File: config.mk
export PLATFORM = sky130hd
export DESIGN_NAME = htcb_ctrl
export DESIGN_NICKNAME = d
export VERILOG_FILES = /design/src/rtl/core/htcb_pkg.sv /design/src/rtl/core/htcb_ctrl.sv
export SDC_FILE = /design/constraint.sdc
export NUM_CORES = 1
export LEC_CHECK = 0
export BUFFER_PORTS_ARGS = -buffer_cell sky130_fd_sc_hd__clkbuf_2
export CAP_MARGIN = 20
export CELL_PAD_IN_SITES_DETAIL_PLACEMENT = 1
export CELL_PAD_IN_SITES_GLOBAL_PLACEMENT = 2
export CORE_MARGIN = 2
export CORE_UTILIZATION = 22
export CTS_CLUSTER_SIZE = 16
export DETAILED_ROUTE_END_ITERATION = 8
export PLACE_DENSITY = 0.74
export SYNTH_ARGS = -nofsm -noshare
export SYNTH_HDL_FRONTEND = slang
export SYNTH_SLANG_ARGS = --single-unit
File: constraint.sdc
create_clock -name clk -period 1.87 [get_ports clk]
set_input_delay 0.4675 -clock clk [delete_from_list [all_inputs] [get_ports clk]]
set_output_delay 0.4675 -clock clk [all_outputs]
set_load 0.1 [all_outputs]
File: src/rtl/core/htcb_pkg.sv
`timescale 1ns / 1ps
package htcb_pkg;

	// Default sizing of the top level
	localparam int MAX_SYMBOLS_DEF = 64;
	localparam int WEIGHT_BITS_DEF = 24;

	// Fixed field widths
	localparam int SYM_W   = 6;
	localparam int WIN_W   = 24;
	localparam int LEN_W   = 6;
	localparam int CODE_W  = 63;
	localparam int CFG_W   = 7;

	localparam logic [CFG_W-1:0] CFG_RESET = 7'd64;

	// Longest code walk in links
	localparam int WALK_MAX = 63;

	// Request opcodes
	localparam logic CMD_LOAD  = 1'b0;
	localparam logic CMD_QUERY = 1'b1;

	typedef struct packed {
		logic             cmd;
		logic [SYM_W-1:0] symbol;
		logic [WIN_W-1:0] weight;
		logic             last;
	} req_item_t;

	typedef struct packed {
		logic              ready_res;
		logic [LEN_W-1:0]  code_length;
		logic [LEN_W-1:0]  zero_count;
		logic [CODE_W-1:0] code_bits;
	} rsp_item_t;

	typedef enum logic [3:0] {
		ST_IDLE,
		ST_INIT,
		ST_PREP_A,
		ST_SCAN_A,
		ST_TAKE_A,
		ST_PREP_B,
		ST_SCAN_B,
		ST_TAKE_B,
		ST_LINK_A,
		ST_LINK_B,
		ST_WALK,
		ST_RESULT
	} ctrl_state_t;

	// Controller to datapath commands
	typedef struct packed {
		logic load_wr;
		logic build_start;
		logic init_wr;
		logic pair_start;
		logic scan_clr;
		logic scan;
		logic take_a;
		logic take_b;
		logic link_a;
		logic link_b;
		logic tree_set;
		logic query_start;
		logic walk_step;
		logic res_load;
	} dp_cmd_t;

	// Datapath to controller status
	typedef struct packed {
		logic query_ok;
		logic init_last;
		logic scan_done;
		logic final_pair;
		logic walk_more;
		logic out_free;
	} dp_sts_t;

endpackage

File: src/rtl/core/htcb_ctrl.sv
`timescale 1ns / 1ps
module htcb_ctrl
	import htcb_pkg::*;
(
	input  logic    clk,
	input  logic    arst_n,
	input  logic    req_valid,
	input  logic    req_cmd,
	input  logic    req_last,
	output logic    req_stall,
	input  dp_sts_t sts,
	output dp_cmd_t cmd
);

	ctrl_state_t state_q;
	ctrl_state_t state_nx;
	logic        accept;

	assign accept = req_valid && (state_q == ST_IDLE);

	// Next state
	always_comb begin
		state_nx = state_q;
		case (state_q)
			ST_IDLE: begin
				if (accept) begin
					if (req_cmd == CMD_QUERY) begin
						state_nx = sts.query_ok ? ST_WALK : ST_RESULT;
					end else if (req_last) begin
						state_nx = ST_INIT;
					end
				end
			end
			ST_INIT: begin
				if (sts.init_last) begin
					state_nx = ST_PREP_A;
				end
			end
			ST_PREP_A: state_nx = ST_SCAN_A;
			ST_SCAN_A: begin
				if (sts.scan_done) begin
					state_nx = ST_TAKE_A;
				end
			end
			ST_TAKE_A: state_nx = ST_PREP_B;
			ST_PREP_B: state_nx = ST_SCAN_B;
			ST_SCAN_B: begin
				if (sts.scan_done) begin
					state_nx = ST_TAKE_B;
				end
			end
			ST_TAKE_B: state_nx = ST_LINK_A;
			ST_LINK_A: state_nx = ST_LINK_B;
			ST_LINK_B: state_nx = sts.final_pair ? ST_IDLE : ST_PREP_A;
			ST_WALK: begin
				if (!sts.walk_more) begin
					state_nx = ST_RESULT;
				end
			end
			ST_RESULT: begin
				if (sts.out_free) begin
					state_nx = ST_IDLE;
				end
			end
			default: state_nx = ST_IDLE;
		endcase
	end

	// Outputs
	always_comb begin
		cmd       = '0;
		req_stall = state_q != ST_IDLE;
		case (state_q)
			ST_IDLE: begin
				if (accept) begin
					if (req_cmd == CMD_QUERY) begin
						cmd.query_start = 1'b1;
					end else begin
						cmd.load_wr     = 1'b1;
						cmd.build_start = req_last;
					end
				end
			end
			ST_INIT: cmd.init_wr = 1'b1;
			ST_PREP_A: begin
				cmd.pair_start = 1'b1;
				cmd.scan_clr   = 1'b1;
			end
			ST_SCAN_A: cmd.scan = 1'b1;
			ST_TAKE_A: cmd.take_a = 1'b1;
			ST_PREP_B: cmd.scan_clr = 1'b1;
			ST_SCAN_B: cmd.scan = 1'b1;
			ST_TAKE_B: cmd.take_b = 1'b1;
			ST_LINK_A: cmd.link_a = 1'b1;
			ST_LINK_B: begin
				cmd.link_b   = 1'b1;
				cmd.tree_set = sts.final_pair;
			end
			ST_WALK: cmd.walk_step = 1'b1;
			ST_RESULT: cmd.res_load = sts.out_free;
			default: cmd = '0;
		endcase
	end

	// Hold state
	always_ff @(posedge clk or negedge arst_n) begin
		if (!arst_n) begin
			state_q <= ST_IDLE;
		end else begin
			state_q <= state_nx;
		end
	end

endmodule

==> summary.md <==
| Metric | Value |
|---|---|
| Finished Layout Cells | 148 |
| Post-Syn Nets | 74 |
| R2r endpoint | state_q[0] |
| Max Fclk | 489.4 MHz |
| CP required | 1.40 ns |
| Die Y | 51.40 um |
| Slew @ Worst Pin | 0.3952 ns |
| Drt pass-1 iters | 4 |
| Crit path from | state_q[0] |
| Largest net degree at the start of global routing | 10 |
| Synth warnings | 0 |
| Crit-path max cell delay | 0.44 ns |
| Critical Path AT | 1.58 ns |
| # setup viols final | 12 |
| Setup slack, reg-to-reg | -0.08 ns |
| Critical-path top delay cell | dfrtp_2 |
| Initial antenna violation count | 0 |
| DR vias/cell | 4.872 |
| # diodes | 0 |
| Top flop regs | state_q x4 |
| Area post-placement | 1041 um2 |
| I/O Buffers | 25 |
| Clk Latency, worst-skew pair | 0.26 ns |
| Setup crit end | cmd[2] |
| Slew HR | 73.57% |
| Num CTS Buffers | 3 |
| CTS sink cnt | 4 |
| CTS tree | built |
| Worst R2R Path Depth | 7 |
| Core area | 2170 um2 |
| Mapped cell area | 494.2 um2 |
| H-tree Lvls | 1 |
| Hold Slack | 0.003473 ns |
| Critical-path maximum fanout | 2 |
| Syn Inst Count | 63 |
| Initial Util | 22.78% |
| Setup WS post-layout | -0.1734 ns |
| Clk pin slew, worst setup/hold paths | 0.04 ns |
| Crit end category | output port |
| GRT Total Usage | 21.06% |
| Row count | 17 |
| RSZ-0062 raised after global routing | true |
| Vias | 721 |
| HP Class | input port to asynchronous set/reset pin |
| Tcrit/Tclk final | 109.3% |
| Root Driver | clkbuf_4 |
| Area grow syn2layout | 187.3% |
| DRC violations left | 0 |
| Largest register by flop count | state_q |
| Die W | 51.40 um |
| Max-Cap Viols | 0 |
| Tmin final | 2.043 ns |
| Dpl hpwl | 1410 um |
| Kind of critical path | register to output port |
| # fillers | 232 |
| Overflow after GRT | 0 |
| First-pass GRT wire length | 3974 um |
| Worst r2r src | state_q[1] |
| Fin area | 1420 um2 |
| DP Cell Count | 120 |
| Layout Nets | 132 |
| Vias in the first global route | 785 |
| Final hold vios | 0 |
| Failing checks | negative setup slack |
| Die area | 2641 um2 |
| RD Place Congestion | 0.8251 |
| Outcome | finished with violations |
| Clock skew | 0.005138 ns |
| Number of library cell types mapped by synthesis | 32 |
| Yosys reg bits | 4 |
| Hold buffers post-CTS | 0 |
| Post-Route Utilization | 65.46% |
| Layout cells sized above 1 | 81.67% |
| Startpoint Class | register |
| Avg WL per Cell | 18.73 um |
| Clock buffer depth | 2 |
| DRT iter0 DRCs | 6 |
| Average size of a mapped cell | 7.845 um2 |
| Final WL | 2772 um |
| Seq/Total Area, Yosys | 20.25% |
| Crit path cell chain | nor4_4 > buf_4 > and3_4 > buf_12 |
| Pins Over Slew Limit | 0 |
| Antenna viol nets, final | 0 |
| Io pins | 26 |
| Max reg flops | 4 |
==> area by class of cell <==
class	instances	area, um2	share of cell area, %
well taps	28	35.03	2.467
inverters	3	16.27	1.145
flip-flops and latches	4	105.1	7.401
clock buffers	4	26.28	1.850
multi-input cells	51	580.6	40.88
repair buffers	58	656.9	46.26
==> what timing repair did <==
item                       in CTS  in global routing
hold endpoints to repair        0                  0
setup endpoints to repair      13                 19
pin swaps                       6                 11
setup buffers                  19                  6
gates resized for setup        23                 14
==> how the worst min path moves through the flow <==
stage | startpoint | endpoint | slack (ns) | cells after the start
final | arst_n | state_q[0] | 0.003 | 1
after global routing | arst_n | state_q[0] | 0.008 | 1
after CTS | arst_n | state_q[3] | 0.01 | 1
after detailed placement | arst_n | state_q[0] | 0.28 | 1
after global placement | arst_n | state_q[0] | 0.28 | 1
after floorplan | arst_n | state_q[0] | 0.17 | 0
==> per-layer routing <==
layer	routed length, um	GRT usage [%]	share of wire, %
met5	0	0	0
met4	68	9.211	2.5
met3	78	5.556	2.8
met2	1523	36.11	55
met1	1101	24.37	40
==> cells by family (layout without fill, tap and decap cells) <==
| logic type | Yosys count | after routing | share of synthesized area [%] |
|---|---|---|---|
| AND/OR/NAND/NOR | 35 | 35 | 45.06 |
| AO/OA/AOI/OAI | 14 | 14 | 21.01 |
| buffers and inverters | 8 | 65 | 8.860 |
| flip-flops | 4 | 4 | 20.25 |
| XOR/XNOR | 1 | 1 | 1.772 |
| multiplexers | 1 | 1 | 3.037 |
==> worst max-delay path, delay by kind of cell, from the launching register on <==
family	cells	cell delay [ns]
flip-flops	1	0.44
buffers and inverters	2	0.35
AND/OR/NAND/NOR	2	0.51
==> synthesized netlist by cell type (all sizes together) <==
cell | number | area [um2]
buf | 4 | 28.78
a31o | 2 | 17.52
o31ai | 1 | 7.510
dfrtp | 4 | 100.1
or2 | 1 | 6.260
nand3 | 3 | 15.01
o311ai | 1 | 8.760
a211oi | 1 | 12.51
a311oi | 1 | 8.760
and2 | 3 | 18.77
a22o | 1 | 10.01
a22oi | 1 | 7.510
nor2 | 6 | 22.52
nand2 | 4 | 15.01
nor4 | 1 | 21.27
mux2 | 1 | 15.01
and3 | 1 | 6.260
inv | 3 | 11.26
nor4b | 2 | 30.03
o21ai | 4 | 20.01
nand2b | 7 | 43.79
nor2b | 1 | 6.260
a21oi | 1 | 5.000
clkbuf | 1 | 3.750
xnor2 | 1 | 8.760
o22ai | 1 | 6.260
nor3b | 1 | 7.510
nor3 | 5 | 30.03
==> stage by stage <==
step                      setup slack [ns]  TNS [ns]
final                              -0.1734    -1.210
after global routing               -0.2044    -1.729
after CTS                          -0.1355   -0.7752
after detailed placement           0.07882         0
after global placement              0.1048         0
after floorplan                    -0.5659    -3.753
==> cell usage in the layout, fill, tap and decap left out, types with 2 or more instances in the layout <==
| cell type | n |
|---|---|
| and2_4 | 2 |
| nand2b_1 | 4 |
| nor3_4 | 5 |
| buf_4 | 22 |
| inv_4 | 2 |
| dfrtp_2 | 4 |
| clkbuf_2 | 10 |
| nand2b_4 | 3 |
| clkbuf_4 | 3 |
| buf_6 | 9 |
| buf_12 | 17 |
| o21ai_0 | 3 |
| nor4b_4 | 2 |
| a31o_1 | 2 |
| nand2_2 | 2 |
| nor2_4 | 5 |
Power is not shown: default switching activity piles up to over one toggle a cycle in this logic, so the estimate is an artifact.
